File: src/hw/rtl/ttm_pkg.sv
package ttm_pkg;

    localparam int TABLE_ENTRIES_DEF = 32;

    localparam int ID_W      = 16;
    localparam int CONF_W    = 8;
    localparam int QUAL_W    = 4;
    localparam int TYPE_W    = 4;
    localparam int SENS_W    = 8;
    localparam int FLAG_W    = 4;
    localparam int KIN_W     = 64;
    localparam int AGE_W     = 16;
    localparam int STATUS_W  = 2;
    localparam int SLOT_W    = 5;
    localparam int PURGE_W   = 6;

    localparam logic [AGE_W-1:0]  MAX_AGE_RESET = 16'd5000;
    localparam logic [TYPE_W-1:0] TYPE_UNKNOWN  = 4'd0;

    localparam logic KIND_MERGE = 1'b0;
    localparam logic KIND_TICK  = 1'b1;

    localparam logic [STATUS_W-1:0] ST_MERGED   = 2'd0;
    localparam logic [STATUS_W-1:0] ST_INSERTED = 2'd1;
    localparam logic [STATUS_W-1:0] ST_DROPPED  = 2'd2;
    localparam logic [STATUS_W-1:0] ST_AGED     = 2'd3;

    // One table entry as held in the track memory.
    typedef struct packed {
        logic [ID_W-1:0]   id;
        logic [CONF_W-1:0] conf;
        logic [QUAL_W-1:0] qual;
        logic [TYPE_W-1:0] typ;
        logic [SENS_W-1:0] sens;
        logic [FLAG_W-1:0] flags;
        logic [KIN_W-1:0]  kin;
        logic [AGE_W-1:0]  age;
    } entry_t;

    typedef struct packed {
        logic load;
        logic scan;
        logic write;
        logic out_load;
    } ttm_cmd_t;

    typedef struct packed {
        logic hit;
        logic scan_last;
        logic tick;
        logic out_free;
    } ttm_sts_t;

endpackage

File: src/hw/rtl/ttm_ram.sv
module ttm_ram #(
    parameter int WIDTH = 8,
    parameter int DEPTH = 32
) (
    input  logic                     clk,
    input  logic                     we,
    input  logic [$clog2(DEPTH)-1:0] waddr,
    input  logic [WIDTH-1:0]         wdata,
    input  logic [$clog2(DEPTH)-1:0] raddr,
    output logic [WIDTH-1:0]         rdata
);

    logic [WIDTH-1:0] mem [DEPTH];
    logic [WIDTH-1:0] rdata_reg;

    always_ff @(posedge clk)
    begin
        if (we)
        begin
            mem[waddr] <= wdata;
        end
        rdata_reg <= mem[raddr];
    end

    assign rdata = rdata_reg;

endmodule

File: src/hw/rtl/ttm_ctrl.sv
module ttm_ctrl (
    input  logic              clk,
    input  logic              rst_n,
    input  logic              item_valid,
    output logic              item_ready,
    input  ttm_pkg::ttm_sts_t sts,
    output ttm_pkg::ttm_cmd_t cmd
);

    typedef enum logic [3:0] {
        S_IDLE  = 4'b0001,
        S_SCAN  = 4'b0010,
        S_WRITE = 4'b0100,
        S_DONE  = 4'b1000
    } state_t;

    state_t state_reg;
    state_t state_next;

    always_comb
    begin
        state_next   = state_reg;
        cmd          = '0;
        item_ready   = 1'b0;
        unique case (state_reg)
            S_IDLE:
            begin
                item_ready = 1'b1;
                if (item_valid)
                begin
                    cmd.load   = 1'b1;
                    state_next = S_SCAN;
                end
            end
            S_SCAN:
            begin
                cmd.scan = 1'b1;
                // A merge stops at the first matching entry.
                if (sts.hit)
                begin
                    state_next = S_WRITE;
                end
                else if (sts.scan_last)
                begin
                    state_next = sts.tick ? S_DONE : S_WRITE;
                end
            end
            S_WRITE:
            begin
                cmd.write  = 1'b1;
                state_next = S_DONE;
            end
            S_DONE:
            begin
                if (sts.out_free)
                begin
                    cmd.out_load = 1'b1;
                    state_next   = S_IDLE;
                end
            end
            default:
            begin
                state_next = S_IDLE;
            end
        endcase
    end

    always_ff @(posedge clk or negedge rst_n)
    begin
        if (!rst_n)
        begin
            state_reg <= S_IDLE;
        end
        else
        begin
            state_reg <= state_next;
        end
    end

    a_write_follows_merge: assert property (@(posedge clk) disable iff (!rst_n)
        cmd.write |-> !sts.tick)
        else $error("table write-back issued for an age tick");

    a_write_then_done: assert property (@(posedge clk) disable iff (!rst_n)
        cmd.write |=> (state_reg == S_DONE))
        else $error("write-back not followed by result stage");

    a_load_then_scan: assert property (@(posedge clk) disable iff (!rst_n)
        cmd.load |=> cmd.scan)
        else $error("accepted word not followed by a table scan");

endmodule

File: src/hw/rtl/ttm_dp.sv
module ttm_dp #(
    parameter int TABLE_ENTRIES = ttm_pkg::TABLE_ENTRIES_DEF
) (
    input  logic                          clk,
    input  logic                          rst_n,
    input  ttm_pkg::ttm_cmd_t             cmd,
    output ttm_pkg::ttm_sts_t             sts,
    input  logic                          kind,
    input  logic [ttm_pkg::ID_W-1:0]      entity_id,
    input  logic [ttm_pkg::CONF_W-1:0]    confidence,
    input  logic [ttm_pkg::QUAL_W-1:0]    quality,
    input  logic [ttm_pkg::TYPE_W-1:0]    contact_type,
    input  logic [ttm_pkg::SENS_W-1:0]    sensor_mask,
    input  logic [ttm_pkg::FLAG_W-1:0]    flag_bits,
    input  logic [ttm_pkg::KIN_W-1:0]     kinematics,
    input  logic [ttm_pkg::AGE_W-1:0]     elapsed,
    input  logic                          max_age_we,
    input  logic [ttm_pkg::AGE_W-1:0]     max_age_wdata,
    output logic                          result_valid,
    input  logic                          result_ready,
    output logic [ttm_pkg::STATUS_W-1:0]  status,
    output logic [ttm_pkg::SLOT_W-1:0]    slot,
    output logic [ttm_pkg::PURGE_W-1:0]   purged_count
);

    localparam int IDX_W = $clog2(TABLE_ENTRIES);
    localparam int CNT_W = $clog2(TABLE_ENTRIES + 1);
    localparam int AGE_W = ttm_pkg::AGE_W;

    // Held copy of the accepted word.
    logic                          kind_reg;
    logic [ttm_pkg::ID_W-1:0]      id_reg;
    logic [ttm_pkg::CONF_W-1:0]    conf_reg;
    logic [ttm_pkg::QUAL_W-1:0]    qual_reg;
    logic [ttm_pkg::TYPE_W-1:0]    typ_reg;
    logic [ttm_pkg::SENS_W-1:0]    sens_reg;
    logic [ttm_pkg::FLAG_W-1:0]    flag_reg;
    logic [ttm_pkg::KIN_W-1:0]     kin_reg;
    logic [AGE_W-1:0]              elapsed_reg;

    logic [AGE_W-1:0]              max_age_reg;
    logic [TABLE_ENTRIES-1:0]      valid_reg;
    logic [TABLE_ENTRIES-1:0]      valid_next;
    logic [CNT_W-1:0]              rd_cnt_reg;
    logic                          cmp_vld_reg;
    logic [IDX_W-1:0]              cmp_idx_reg;
    logic                          hit_reg;
    logic [IDX_W-1:0]              hit_slot_reg;
    logic                          have_free_reg;
    logic [IDX_W-1:0]              free_slot_reg;
    logic [CNT_W-1:0]              purged_cnt_reg;
    ttm_pkg::entry_t               merged_reg;

    logic                          out_valid_reg;
    logic [ttm_pkg::STATUS_W-1:0]  status_reg;
    logic [ttm_pkg::SLOT_W-1:0]    slot_reg;
    logic [ttm_pkg::PURGE_W-1:0]   purged_reg;

    ttm_pkg::entry_t               rdata;
    ttm_pkg::entry_t               wdata;
    ttm_pkg::entry_t               new_word;
    ttm_pkg::entry_t               merged_word;
    ttm_pkg::entry_t               aged_word;
    logic                          we;
    logic [IDX_W-1:0]              waddr;
    logic                          issue_en;
    logic                          cur_valid;
    logic                          id_hit;
    logic                          free_now;
    logic                          tick_we;
    logic                          purge_now;
    logic                          insert_now;
    logic [AGE_W:0]                age_sum;
    logic [AGE_W-1:0]              age_sat;
    logic [IDX_W-1:0]              res_slot;
    logic [ttm_pkg::SLOT_W-1:0]    res_slot_ext;
    logic [ttm_pkg::PURGE_W-1:0]   purged_ext;
    logic [ttm_pkg::STATUS_W-1:0]  res_status;

    ttm_ram #(
        .WIDTH ($bits(ttm_pkg::entry_t)),
        .DEPTH (TABLE_ENTRIES)
    ) u_table (
        .clk   (clk),
        .we    (we),
        .waddr (waddr),
        .wdata (wdata),
        .raddr (rd_cnt_reg[IDX_W-1:0]),
        .rdata (rdata)
    );

    always_comb
    begin
        issue_en  = cmd.scan && (rd_cnt_reg < CNT_W'(TABLE_ENTRIES));
        cur_valid = valid_reg[cmp_idx_reg];
        id_hit    = cmd.scan && (kind_reg == ttm_pkg::KIND_MERGE) && cmp_vld_reg
                    && cur_valid && (rdata.id == id_reg);
        free_now  = cmd.scan && (kind_reg == ttm_pkg::KIND_MERGE) && cmp_vld_reg
                    && !cur_valid && !have_free_reg;

        age_sum   = {1'b0, rdata.age} + {1'b0, elapsed_reg};
        age_sat   = age_sum[AGE_W] ? '1 : age_sum[AGE_W-1:0];
        tick_we   = cmd.scan && (kind_reg == ttm_pkg::KIND_TICK) && cmp_vld_reg && cur_valid;
        purge_now = tick_we && (age_sat > max_age_reg);
        insert_now = cmd.write && !hit_reg && have_free_reg;

        aged_word     = rdata;
        aged_word.age = age_sat;

        // Refresh of a matched entry; the payload follows the better confidence.
        merged_word = rdata;
        if (conf_reg >= rdata.conf)
        begin
            merged_word.kin  = kin_reg;
            merged_word.conf = conf_reg;
        end
        merged_word.sens  = rdata.sens | sens_reg;
        merged_word.flags = rdata.flags | flag_reg;
        if (qual_reg > rdata.qual)
        begin
            merged_word.qual = qual_reg;
        end
        if ((typ_reg != ttm_pkg::TYPE_UNKNOWN) && (rdata.typ == ttm_pkg::TYPE_UNKNOWN))
        begin
            merged_word.typ = typ_reg;
        end
        merged_word.age = '0;

        new_word.id    = id_reg;
        new_word.conf  = conf_reg;
        new_word.qual  = qual_reg;
        new_word.typ   = typ_reg;
        new_word.sens  = sens_reg;
        new_word.flags = flag_reg;
        new_word.kin   = kin_reg;
        new_word.age   = '0;

        we = tick_we || (cmd.write && (hit_reg || have_free_reg));
        if (cmd.write)
        begin
            waddr = hit_reg ? hit_slot_reg : free_slot_reg;
            wdata = hit_reg ? merged_reg : new_word;
        end
        else
        begin
            waddr = cmp_idx_reg;
            wdata = aged_word;
        end

        valid_next = valid_reg;
        if (purge_now)
        begin
            valid_next[cmp_idx_reg] = 1'b0;
        end
        if (insert_now)
        begin
            valid_next[free_slot_reg] = 1'b1;
        end

        if (kind_reg == ttm_pkg::KIND_TICK)
        begin
            res_status = ttm_pkg::ST_AGED;
        end
        else if (hit_reg)
        begin
            res_status = ttm_pkg::ST_MERGED;
        end
        else if (have_free_reg)
        begin
            res_status = ttm_pkg::ST_INSERTED;
        end
        else
        begin
            res_status = ttm_pkg::ST_DROPPED;
        end
        res_slot = hit_reg ? hit_slot_reg : free_slot_reg;
    end

    // Slot and purge count are cut or zero-padded to the width of the result fields.
    if (IDX_W >= ttm_pkg::SLOT_W)
    begin : g_slot_cut
        assign res_slot_ext = res_slot[ttm_pkg::SLOT_W-1:0];
    end
    else
    begin : g_slot_pad
        assign res_slot_ext = {{(ttm_pkg::SLOT_W - IDX_W){1'b0}}, res_slot};
    end

    if (CNT_W >= ttm_pkg::PURGE_W)
    begin : g_purge_cut
        assign purged_ext = purged_cnt_reg[ttm_pkg::PURGE_W-1:0];
    end
    else
    begin : g_purge_pad
        assign purged_ext = {{(ttm_pkg::PURGE_W - CNT_W){1'b0}}, purged_cnt_reg};
    end

    always_ff @(posedge clk or negedge rst_n)
    begin
        if (!rst_n)
        begin
            max_age_reg    <= ttm_pkg::MAX_AGE_RESET;
            valid_reg      <= '0;
            rd_cnt_reg     <= '0;
            cmp_vld_reg    <= 1'b0;
            hit_reg        <= 1'b0;
            have_free_reg  <= 1'b0;
            purged_cnt_reg <= '0;
            out_valid_reg  <= 1'b0;
        end
        else
        begin
            if (max_age_we)
            begin
                max_age_reg <= max_age_wdata;
            end
            valid_reg <= valid_next;
            if (cmd.load)
            begin
                rd_cnt_reg     <= '0;
                cmp_vld_reg    <= 1'b0;
                hit_reg        <= 1'b0;
                have_free_reg  <= 1'b0;
                purged_cnt_reg <= '0;
            end
            else
            begin
                if (issue_en)
                begin
                    rd_cnt_reg <= rd_cnt_reg + CNT_W'(1);
                end
                cmp_vld_reg <= issue_en;
                if (id_hit)
                begin
                    hit_reg <= 1'b1;
                end
                if (free_now)
                begin
                    have_free_reg <= 1'b1;
                end
                if (purge_now)
                begin
                    purged_cnt_reg <= purged_cnt_reg + CNT_W'(1);
                end
            end
            if (cmd.out_load)
            begin
                out_valid_reg <= 1'b1;
            end
            else if (result_ready)
            begin
                out_valid_reg <= 1'b0;
            end
        end
    end

    always_ff @(posedge clk)
    begin
        if (cmd.load)
        begin
            kind_reg    <= kind;
            id_reg      <= entity_id;
            conf_reg    <= confidence;
            qual_reg    <= quality;
            typ_reg     <= contact_type;
            sens_reg    <= sensor_mask;
            flag_reg    <= flag_bits;
            kin_reg     <= kinematics;
            elapsed_reg <= elapsed;
        end
        if (issue_en)
        begin
            cmp_idx_reg <= rd_cnt_reg[IDX_W-1:0];
        end
        if (id_hit)
        begin
            hit_slot_reg <= cmp_idx_reg;
            merged_reg   <= merged_word;
        end
        if (free_now)
        begin
            free_slot_reg <= cmp_idx_reg;
        end
        if (cmd.out_load)
        begin
            status_reg <= res_status;
            if ((res_status == ttm_pkg::ST_MERGED) || (res_status == ttm_pkg::ST_INSERTED))
            begin
                slot_reg <= res_slot_ext;
            end
            else
            begin
                slot_reg <= '0;
            end
            purged_reg <= (kind_reg == ttm_pkg::KIND_TICK) ? purged_ext : '0;
        end
    end

    assign sts.hit       = id_hit;
    assign sts.scan_last = cmp_vld_reg && (cmp_idx_reg == IDX_W'(TABLE_ENTRIES - 1));
    assign sts.tick      = (kind_reg == ttm_pkg::KIND_TICK);
    assign sts.out_free  = !out_valid_reg || result_ready;

    assign result_valid = out_valid_reg;
    assign status       = status_reg;
    assign slot         = slot_reg;
    assign purged_count = purged_reg;

    a_we_source: assert property (@(posedge clk) disable iff (!rst_n)
        we |-> ((cmd.scan && (kind_reg == ttm_pkg::KIND_TICK)) || cmd.write))
        else $error("table written outside an age sweep or write-back");

    a_hit_only_merge: assert property (@(posedge clk) disable iff (!rst_n)
        hit_reg |-> (kind_reg == ttm_pkg::KIND_MERGE))
        else $error("match recorded during an age tick");

    a_insert_sets_valid: assert property (@(posedge clk) disable iff (!rst_n)
        insert_now |=> valid_reg[free_slot_reg])
        else $error("inserted entry not marked valid");

    a_purge_bound: assert property (@(posedge clk) disable iff (!rst_n)
        purged_cnt_reg <= CNT_W'(TABLE_ENTRIES))
        else $error("purge count above table size");

endmodule

File: src/hw/rtl/track_table_merge_and_age_unit.sv
// Track table with contact merge and age sweep.
// Words arrive on the item channel (item_valid / item_ready) and each one
// gives exactly one word on the result channel (result_valid / result_ready).
// kind 0 merges a contact into the entry with the same entity_id, or
// inserts it into the lowest free slot, or drops it when the table is full.
// kind 1 adds elapsed to the age of every valid entry, saturating, and
// purges entries older than max_age; purged_count reports how many.
// One word at a time: each is scanned through the track memory, one entry
// per cycle with a registered read. A merge stops the scan at its matching
// entry; an unmatched merge and a tick scan every entry. After the scan a
// merge writes its entry back (unless dropped) and a tick does not; then the
// result is loaded and the next word is accepted in the cycle after that.
// The result sits in an output register; the next word is accepted while
// it waits, but its own result is held back until the receiver takes the
// earlier one, so a stalled receiver stalls the item channel after one word.
// Reset clears all valid bits and sets max_age to 5000; no clearing pass over
// the memory is needed. max_age is written through max_age_we and max_age_wdata;
// the user does so only while the block is idle, which the block does not enforce.
module track_table_merge_and_age_unit #(
    parameter int TABLE_ENTRIES = ttm_pkg::TABLE_ENTRIES_DEF
) (
    input  logic                          clk,
    input  logic                          rst_n,
    input  logic                          item_valid,
    output logic                          item_ready,
    input  logic                          kind,
    input  logic [ttm_pkg::ID_W-1:0]      entity_id,
    input  logic [ttm_pkg::CONF_W-1:0]    confidence,
    input  logic [ttm_pkg::QUAL_W-1:0]    quality,
    input  logic [ttm_pkg::TYPE_W-1:0]    contact_type,
    input  logic [ttm_pkg::SENS_W-1:0]    sensor_mask,
    input  logic [ttm_pkg::FLAG_W-1:0]    flag_bits,
    input  logic [ttm_pkg::KIN_W-1:0]     kinematics,
    input  logic [ttm_pkg::AGE_W-1:0]     elapsed,
    input  logic                          max_age_we,
    input  logic [ttm_pkg::AGE_W-1:0]     max_age_wdata,
    output logic                          result_valid,
    input  logic                          result_ready,
    output logic [ttm_pkg::STATUS_W-1:0]  status,
    output logic [ttm_pkg::SLOT_W-1:0]    slot,
    output logic [ttm_pkg::PURGE_W-1:0]   purged_count
);

    ttm_pkg::ttm_cmd_t cmd;
    ttm_pkg::ttm_sts_t sts;

    ttm_ctrl u_ctrl (
        .clk        (clk),
        .rst_n      (rst_n),
        .item_valid (item_valid),
        .item_ready (item_ready),
        .sts        (sts),
        .cmd        (cmd)
    );

    ttm_dp #(
        .TABLE_ENTRIES (TABLE_ENTRIES)
    ) u_dp (
        .clk           (clk),
        .rst_n         (rst_n),
        .cmd           (cmd),
        .sts           (sts),
        .kind          (kind),
        .entity_id     (entity_id),
        .confidence    (confidence),
        .quality       (quality),
        .contact_type  (contact_type),
        .sensor_mask   (sensor_mask),
        .flag_bits     (flag_bits),
        .kinematics    (kinematics),
        .elapsed       (elapsed),
        .max_age_we    (max_age_we),
        .max_age_wdata (max_age_wdata),
        .result_valid  (result_valid),
        .result_ready  (result_ready),
        .status        (status),
        .slot          (slot),
        .purged_count  (purged_count)
    );

endmodule
File: config.mk
export PLATFORM = sky130hd
export DESIGN_NAME = track_table_merge_and_age_unit
export DESIGN_NICKNAME = d
export VERILOG_FILES = /design/src/hw/rtl/ttm_pkg.sv /design/src/hw/rtl/ttm_ram.sv /design/src/hw/rtl/ttm_ctrl.sv /design/src/hw/rtl/ttm_dp.sv /design/src/hw/rtl/track_table_merge_and_age_unit.sv
export SDC_FILE = /design/constraint.sdc
export NUM_CORES = 1
export LEC_CHECK = 0
export BUFFER_PORTS_ARGS = -buffer_cell sky130_fd_sc_hd__buf_2
export CORE_MARGIN = 2
export CORE_UTILIZATION = 47
export DETAILED_ROUTE_END_ITERATION = 12
export GPL_ROUTABILITY_DRIVEN = 0
export GPL_TIMING_DRIVEN = 0
export PLACE_DENSITY = 0.61
export RECOVER_POWER = 100
export SYNTH_ARGS = -nofsm -noshare
export SYNTH_HDL_FRONTEND = slang
export SYNTH_SLANG_ARGS = --single-unit
File: constraint.sdc
create_clock -name clk -period 8.03 [get_ports clk]
set_input_delay 0.803 -clock clk [delete_from_list [all_inputs] [get_ports clk]]
set_output_delay 0.803 -clock clk [all_outputs]
set_load 0.005 [all_outputs]
Word level (Yosys, flattened, before mapping)

Memory sizes are Yosys's and may differ from the RTL's. A register that Yosys moved wholly into a read port is not among the register bits.
Index checks and enable logic that the tools add are counted.

Register bits after elaboration: 329
Latch bits: 0
RAM bits: 3,968
Memory bits (read-only): 0
Input bits: 146
Output and inout port bits: 15
Logic and storage cells: 140
Memories: 1

Add/subtract/negate cells: 3
Multiply operators: 0
Div/mod/pow operators: 0
$lt $le $gt $ge: 8
Eq/ne operators: 10
Shifts and indexed selects: 0
Multiplexer cells: 46
Bitwise gates (word level): 6
Reductions and logical operators: 35

Memory list:

| memory           | words | width | rd ports | clocked after Yosys merged registers in | wr ports | RTL line      | text |
|---|---|---|---|---|---|---|---|
| u_dp.u_table.mem | 32    | 124   | 1        | 1                                       | 1        | ttm_ram.sv:13 | `logic [WIDTH-1:0] mem [DEPTH];` |

Operators with widths:

| cell                  | number |
|---|---|
| $mux W124             | 2 |
| $mux W32              | 2 |
| $mux W64              | 1 |
| $and A32 B32 Y32      | 1 |
| $not A32 Y32          | 1 |
| $or A32 B32 Y32       | 1 |
| $mux W4               | 7 |
| $mux W6               | 4 |
| $mux W1               | 19 |
| $logic_and A1 B1 Y1   | 18 |
| $add A16 B16 Y17      | 1 |
| $eq A16 B16 Y1        | 1 |
| $gt A16 B16 Y1        | 1 |
| $mux W16              | 1 |
| $pmux W4 S4           | 1 |
| $add A6 B1 Y6 const B | 2 |
| $lt A5 B6 Y1 const B  | 2 |
| $demux W1 S5          | 2 |
| $ge A5 B1 Y1 const B  | 2 |
| $mux W5               | 2 |
| $reduce_bool A2 Y1    | 5 |
| $ge A8 B8 Y1          | 1 |
| $mux W8               | 1 |
| $or A8 B8 Y8          | 1 |
| other kinds (20)      | 29 |

Depth between registers and ports, before layout

Depth in word-level cells: 9
Depth in mapped cells: 18
Depth with buffers taken out: 15

By module

Synthesis repeated with hierarchy kept, for this count alone.

Cells, all modules: 8,605
Area, all modules: 169,650.2 sq um

By module, submodules not included:

| module   | times used | cells an instance | area an instance (sq um) | sequential area each (sq um) |
|---|---|---|---|---|
| ttm_ram  | 1          | 7,212             | 153,059.3                | 121,636.7 |
| ttm_dp   | 1          | 1,368             | 16,349.4                 | 9,445.3 |
| ttm_ctrl | 1          | 25                | 241.5                    | 101.3 |

Worst setup path after synthesis

No wires, ideal clock.

Path type: register -> register
From: reg u_dp.cmp_idx_reg[2]
To: mem u_dp.u_table.mem[28][0] in the netlist's numbering (enable)
Library setup time: 513 ps
Data arrival time: 5,309 ps
Data required time: 7,517 ps
Setup slack: 2,207 ps
Cell stages (with the launch flop): 9
Buffers on the path: 2
Period minus slack after synthesis: 5,823 ps
Path through: edfxtp_1 > or3b_1 > buf_2 > o22ai_1 > nor4_1 > mux2_4 > o21a_1 > buf_2 > nor4b_1

Cells in the longest elaborated chain, start to end: 6
Elaborated cells between the ends (all ways): 7
Those cells by class: mux: 5; reduce/logical: 2

Ends and longest elaborated chain:

| item                          | RTL line      | text |
|---|---|---|
| from (decl)                   | ttm_dp.sv:46  | `logic [IDX_W-1:0] cmp_idx_reg;` |
| from (signal assigned)        | ttm_dp.sv:273 | `cmp_idx_reg <= rd_cnt_reg[IDX_W-1:0];` |
| $bmux W1 S5                   | ttm_dp.sv:95  | `cur_valid = valid_reg[cmp_idx_reg];` |
| $mux W1 (not written as such) | ttm_dp.sv:95  |  |
| $logic_and A1 B1 Y1           | ttm_dp.sv:103 | `tick_we = cmd.scan && (kind_reg == ttm_pkg::KIND_TICK) && cmp_vld_reg && cur_valid;` |
| $logic_or A1 B1 Y1            | ttm_dp.sv:138 | `we = tick_we \|\| (cmd.write && (hit_reg \|\| have_free_reg));` |
| $mux W1                       | ttm_ram.sv:18 | `if (we)` |
| $mux W1 (not written as such) | ttm_ram.sv:20 | `mem[waddr] <= wdata;` |
| to (decl)                     | ttm_ram.sv:13 |  |

Several ways; a longest one is shown, not always the timed one. The select of a mux whose other input is x is not followed.

Worst setup path after layout

From: reg u_ctrl.state_reg[3]
To: mem u_dp.u_table.mem[28][11] in the netlist's numbering (enable)

Cells in the longest elaborated chain, start to end: 8
Elaborated cells between the ends (all ways): 12
Those cells by class: eq/ne: 2; mux: 5; reduce/logical: 5

Ends and longest elaborated chain:

| item                             | RTL line       | text |
|---|---|---|
| from (decl)                      | ttm_ctrl.sv:17 | `state_t state_reg;` |
| from (signal assigned)           | ttm_ctrl.sv:76 | `state_reg <= state_next;` |
| $eq A4 B2 Y1                     | ttm_ctrl.sv:25 | `unique case (state_reg)` |
| $mux W1                          | ttm_ctrl.sv:25 |  |
| $logic_and A1 B1 Y1 (3 in a row) | ttm_dp.sv:103  |  |
| $logic_or A1 B1 Y1               | ttm_dp.sv:138  |  |
| $mux W1                          | ttm_ram.sv:18  |  |
| $mux W1 (not written as such)    | ttm_ram.sv:20  |  |

Several ways; a longest one is shown, not always the timed one.

==> flow_metrics.tcl <==
set metrics [dict create \
    period_share_pct 79.6 \
    yosysSeqAreaShare_pct 74.9 \
    synth_edf_count 1101 \
    drv_cap 7 \
    postCtsSetupBuffers 0 \
    fin_area_um2 53900 \
    async_flop_share_pct 5.66 \
    p_leak_uw 0.0169 \
    io_pins 161 \
    overflow 0 \
    drive_above_1_share_pct 21.7 \
    fin_crit_ns 6.39 \
    syn_area_per_cell_um2 20.8 \
    hold_violations 0 \
    cts.reportedPaths.clkPinSlew_ns 0.06 \
    core_area_um2 99900 \
    wirelength_mm 121 \
    grt_pass1_wl_mm 175 \
    cts.root.buffer_cell "clkbuf_16" \
    cellPowerDensity_nw_per_um2 342 \
    ys_ff_latch 1201 \
    timing.fmax_ghz 0.157 \
    firstDrtPassIters 7 \
    clock_sinks 1201 \
    avgViaCountPerCell 6.04 \
    clk_path_buf_depth 3 \
    reg2reg_slack_ns 1.64 \
    min_path_type "in2reg" \
    grt_setup_unrepaired "false" \
    die_area_um2 103000 \
    port_buffers 68 \
    crit_buf_inv 5 \
    slew_viol_final 122 \
    grt_pass1_vias 25100 \
    grt_usage_pct 23.7 \
    status "complete, but fails checks" \
    drt_iter0_drc 2595 \
    synth_ff_type "edfxtp_1" \
    largest_reg_flops 1024 \
    stdcell_count 4097 \
    setup_viol 0 \
    worstSetupStartpointType "flop" \
    die_h_um 321 \
    drc 0 \
    ant_nets 0 \
    grt_max_degree 69 \
    cts-hold-fix-buffers 0 \
    arrival_ns 6.71 \
    critPathSlowestCell "nor4b_1" \
    holdWs_ns 0.280 \
    avgRoutedWirePerCell_um 29.5 \
    diodes 0 \
    synth_cell_types 60 \
    critical_path_class "reg2reg" \
    die_x_um 321 \
    path_cells "nor4b_1, clkbuf_1, o21ai_0, o21a_1, clkbuf_1, nor4b_1, clkbuf_1, clkbuf_1, clkbuf_1" \
    crit_fanout 10 \
    cts_buffers 117 \
    crit_family "simple AND/OR/NAND/NOR gates" \
    areaGrowthSynthToFinish_pct 14.0 \
    yosysWarningCount 0 \
    worstMarginPinSlew_ns 3.95 \
    cp_common_cell "clkbuf_1" \
    irDropWorstVdd_v 0.000204 \
    dp_hpwl_mm 86.5 \
    syn-instance-count 2271 \
    vias 24800 \
    antenna_found_initial 1 \
    synth_nets 2452 \
    violations "max-capacitance violations, max-slew violations" \
    dp_cells 3875 \
    cts_resized 0 \
    rows 116 \
    place_area_um2 51700 \
    worstSkewPairLatency_ns 0.71 \
    htree_levels 3 \
    maxSlewHeadroom_pct -163 \
    skew_ns 0.0299 \
    fillers 7851 \
    endpoint_kind "flop" \
    syn_area_um2 47300 \
    final_nets 2877 \
    required_ns 8.35 \
    slowest_delay_ns 1.65 \
    start_util_pct 47.4 \
    cts_tree "built" \
]
[report_power, final]
part | switching [uW] | internal (uW)
Clock | 2310 | 3110
Combinational | 2960 | 1340
Sequential | 137 | 8590
[worst paths after layout]
path                                                 startpoint                                 end  cells after the start
worst max register to register  u_ctrl.state_reg[3]$_DFFE_PN0P_  u_dp.u_table.mem[28][11]$_DFFE_PP_                      9
worst min register to register   u_dp.rd_cnt_reg[4]$_DFFE_PN0P_       u_dp.cmp_idx_reg[4]$_DFFE_PP_                      0
worst max-delay path            u_ctrl.state_reg[3]$_DFFE_PN0P_  u_dp.u_table.mem[28][11]$_DFFE_PP_                      9
max in group asynchronous                                 rst_n     u_dp.max_age_reg[0]$_DFFE_PN0P_                      1
worst min-delay path                              entity_id[13]           u_dp.id_reg[13]$_DFFE_PP_                      1
min in group asynchronous                                 rst_n  u_dp.purged_cnt_reg[1]$_DFFE_PN0P_                      1
[layer usage]
| layer | GRT usage, % | part of all wire [%] | up-vias |
|---|---|---|---|
| li1 | - | - | 10300 |
| met1 | 32.7 | 40 | 13100 |
| met2 | 39.6 | 50 | 1139 |
| met3 | 3.67 | 7.8 | 195 |
| met4 | 6.65 | 2.6 | 0 |
| met5 | 0 | 0 | - |
[synthesized netlist by cell type (4+ instances only)]
| cell | count | area share (%) |
|---|---|---|
| edfxtp_1 | 1101 | 70 |
| mux4_2 | 320 | 15 |
| nand2_1 | 80 | 0.64 |
| clkbuf_1 | 74 | 0.59 |
| dfrtp_1 | 62 | 3.3 |
| nor2_1 | 60 | 0.48 |
| a21oi_1 | 57 | 0.60 |
| o21ai_0 | 51 | 0.54 |
| mux2i_1 | 38 | 0.80 |
| mux2_2 | 37 | 0.88 |
| nor4_1 | 36 | 0.48 |
| inv_1 | 35 | 0.28 |
| ha_1 | 34 | 0.90 |
| dfxtp_1 | 32 | 1.4 |
| buf_2 | 25 | 0.26 |
| xor2_1 | 24 | 0.44 |
| buf_1 | 19 | 0.15 |
| a22oi_1 | 16 | 0.25 |
| nand3_1 | 12 | 0.13 |
| and2_1 | 11 | 0.15 |
| nor2b_1 | 11 | 0.15 |
| o22ai_1 | 8 | 0.11 |
| o41ai_1 | 8 | 0.15 |
| a32oi_1 | 7 | 0.13 |
| nand3b_1 | 7 | 0.11 |
| nand4_1 | 7 | 0.093 |
| nor3_1 | 7 | 0.074 |
| o31ai_1 | 7 | 0.11 |
| a21o_1 | 6 | 0.095 |
| dfstp_2 | 6 | 0.33 |
| o21a_1 | 6 | 0.095 |
| xnor2_1 | 6 | 0.11 |
| nor4b_1 | 5 | 0.093 |
| or4_1 | 5 | 0.079 |
| and3_1 | 4 | 0.053 |
| nor3b_1 | 4 | 0.064 |
| o211ai_1 | 4 | 0.064 |
| or3_1 | 4 | 0.053 |
[final cells by class]
cell class	instances	area, um2	area share (%)
sequential	1201	35400	65.7
multi-input combinational	915	11200	20.9
clock buffer	165	3290	6.10
tap	1298	1620	3.01
timing repair buffer	306	1210	2.25
clock inverter	57	513	0.952
buffer	120	475	0.882
inverter	35	131	0.244
[cell families (layout without fill, tap and decap cells)]
| logic type | Yosys count | in the layout | share of synthesized area [%] |
|---|---|---|---|
| xor+xnor | 30 | 30 | 0.556 |
| buf+inv | 155 | 683 | 1.32 |
| flops | 1201 | 1201 | 74.9 |
| simple gates | 265 | 265 | 2.86 |
| compound gates | 189 | 189 | 2.48 |
| mux | 396 | 396 | 17.0 |
| fa+ha+maj | 35 | 35 | 0.942 |
[layout by cell type (no fill, tap or decap), types with 8 or more instances in the layout]
cell / synthesis / final
edfxtp_1: 1101 / 1101
clkbuf_1: 74 / 374
mux4_2: 320 / 320
clkbuf_16: 0 / 119
nand2_1: 80 / 80
buf_2: 25 / 72
dfrtp_1: 62 / 62
nor2_1: 60 / 59
a21oi_1: 57 / 55
o21ai_0: 51 / 52
mux2i_1: 38 / 38
inv_1: 35 / 35
nor4_1: 36 / 35
ha_1: 34 / 34
dfxtp_1: 32 / 32
mux2_2: 37 / 30
xor2_1: 24 / 24
clkinv_2: 0 / 23
clkinv_1: 0 / 17
a22oi_1: 16 / 16
clkbuf_8: 0 / 14
nand3_1: 12 / 12
buf_1: 19 / 12
nor2b_1: 11 / 11
o22ai_1: 8 / 8
mux2_1: 0 / 8
o41ai_1: 8 / 8
bufinv_16: 0 / 8
[stage by stage]
step	worst slack, ns	util [%]	total power (uW)	setup TNS (ns)
2_1_floorplan	2.21	-	11500	0
3_3_place_gp	-3.69	49.3	12900	-2746.84
3_5_place_dp	1.96	51.8	13600	0
4_1_cts	1.92	55.6	19000	0
5_1_grt	1.28	54.0	19200	0
6_report	1.64	54.0	18400	0
(Power assumes the default switching activity.)
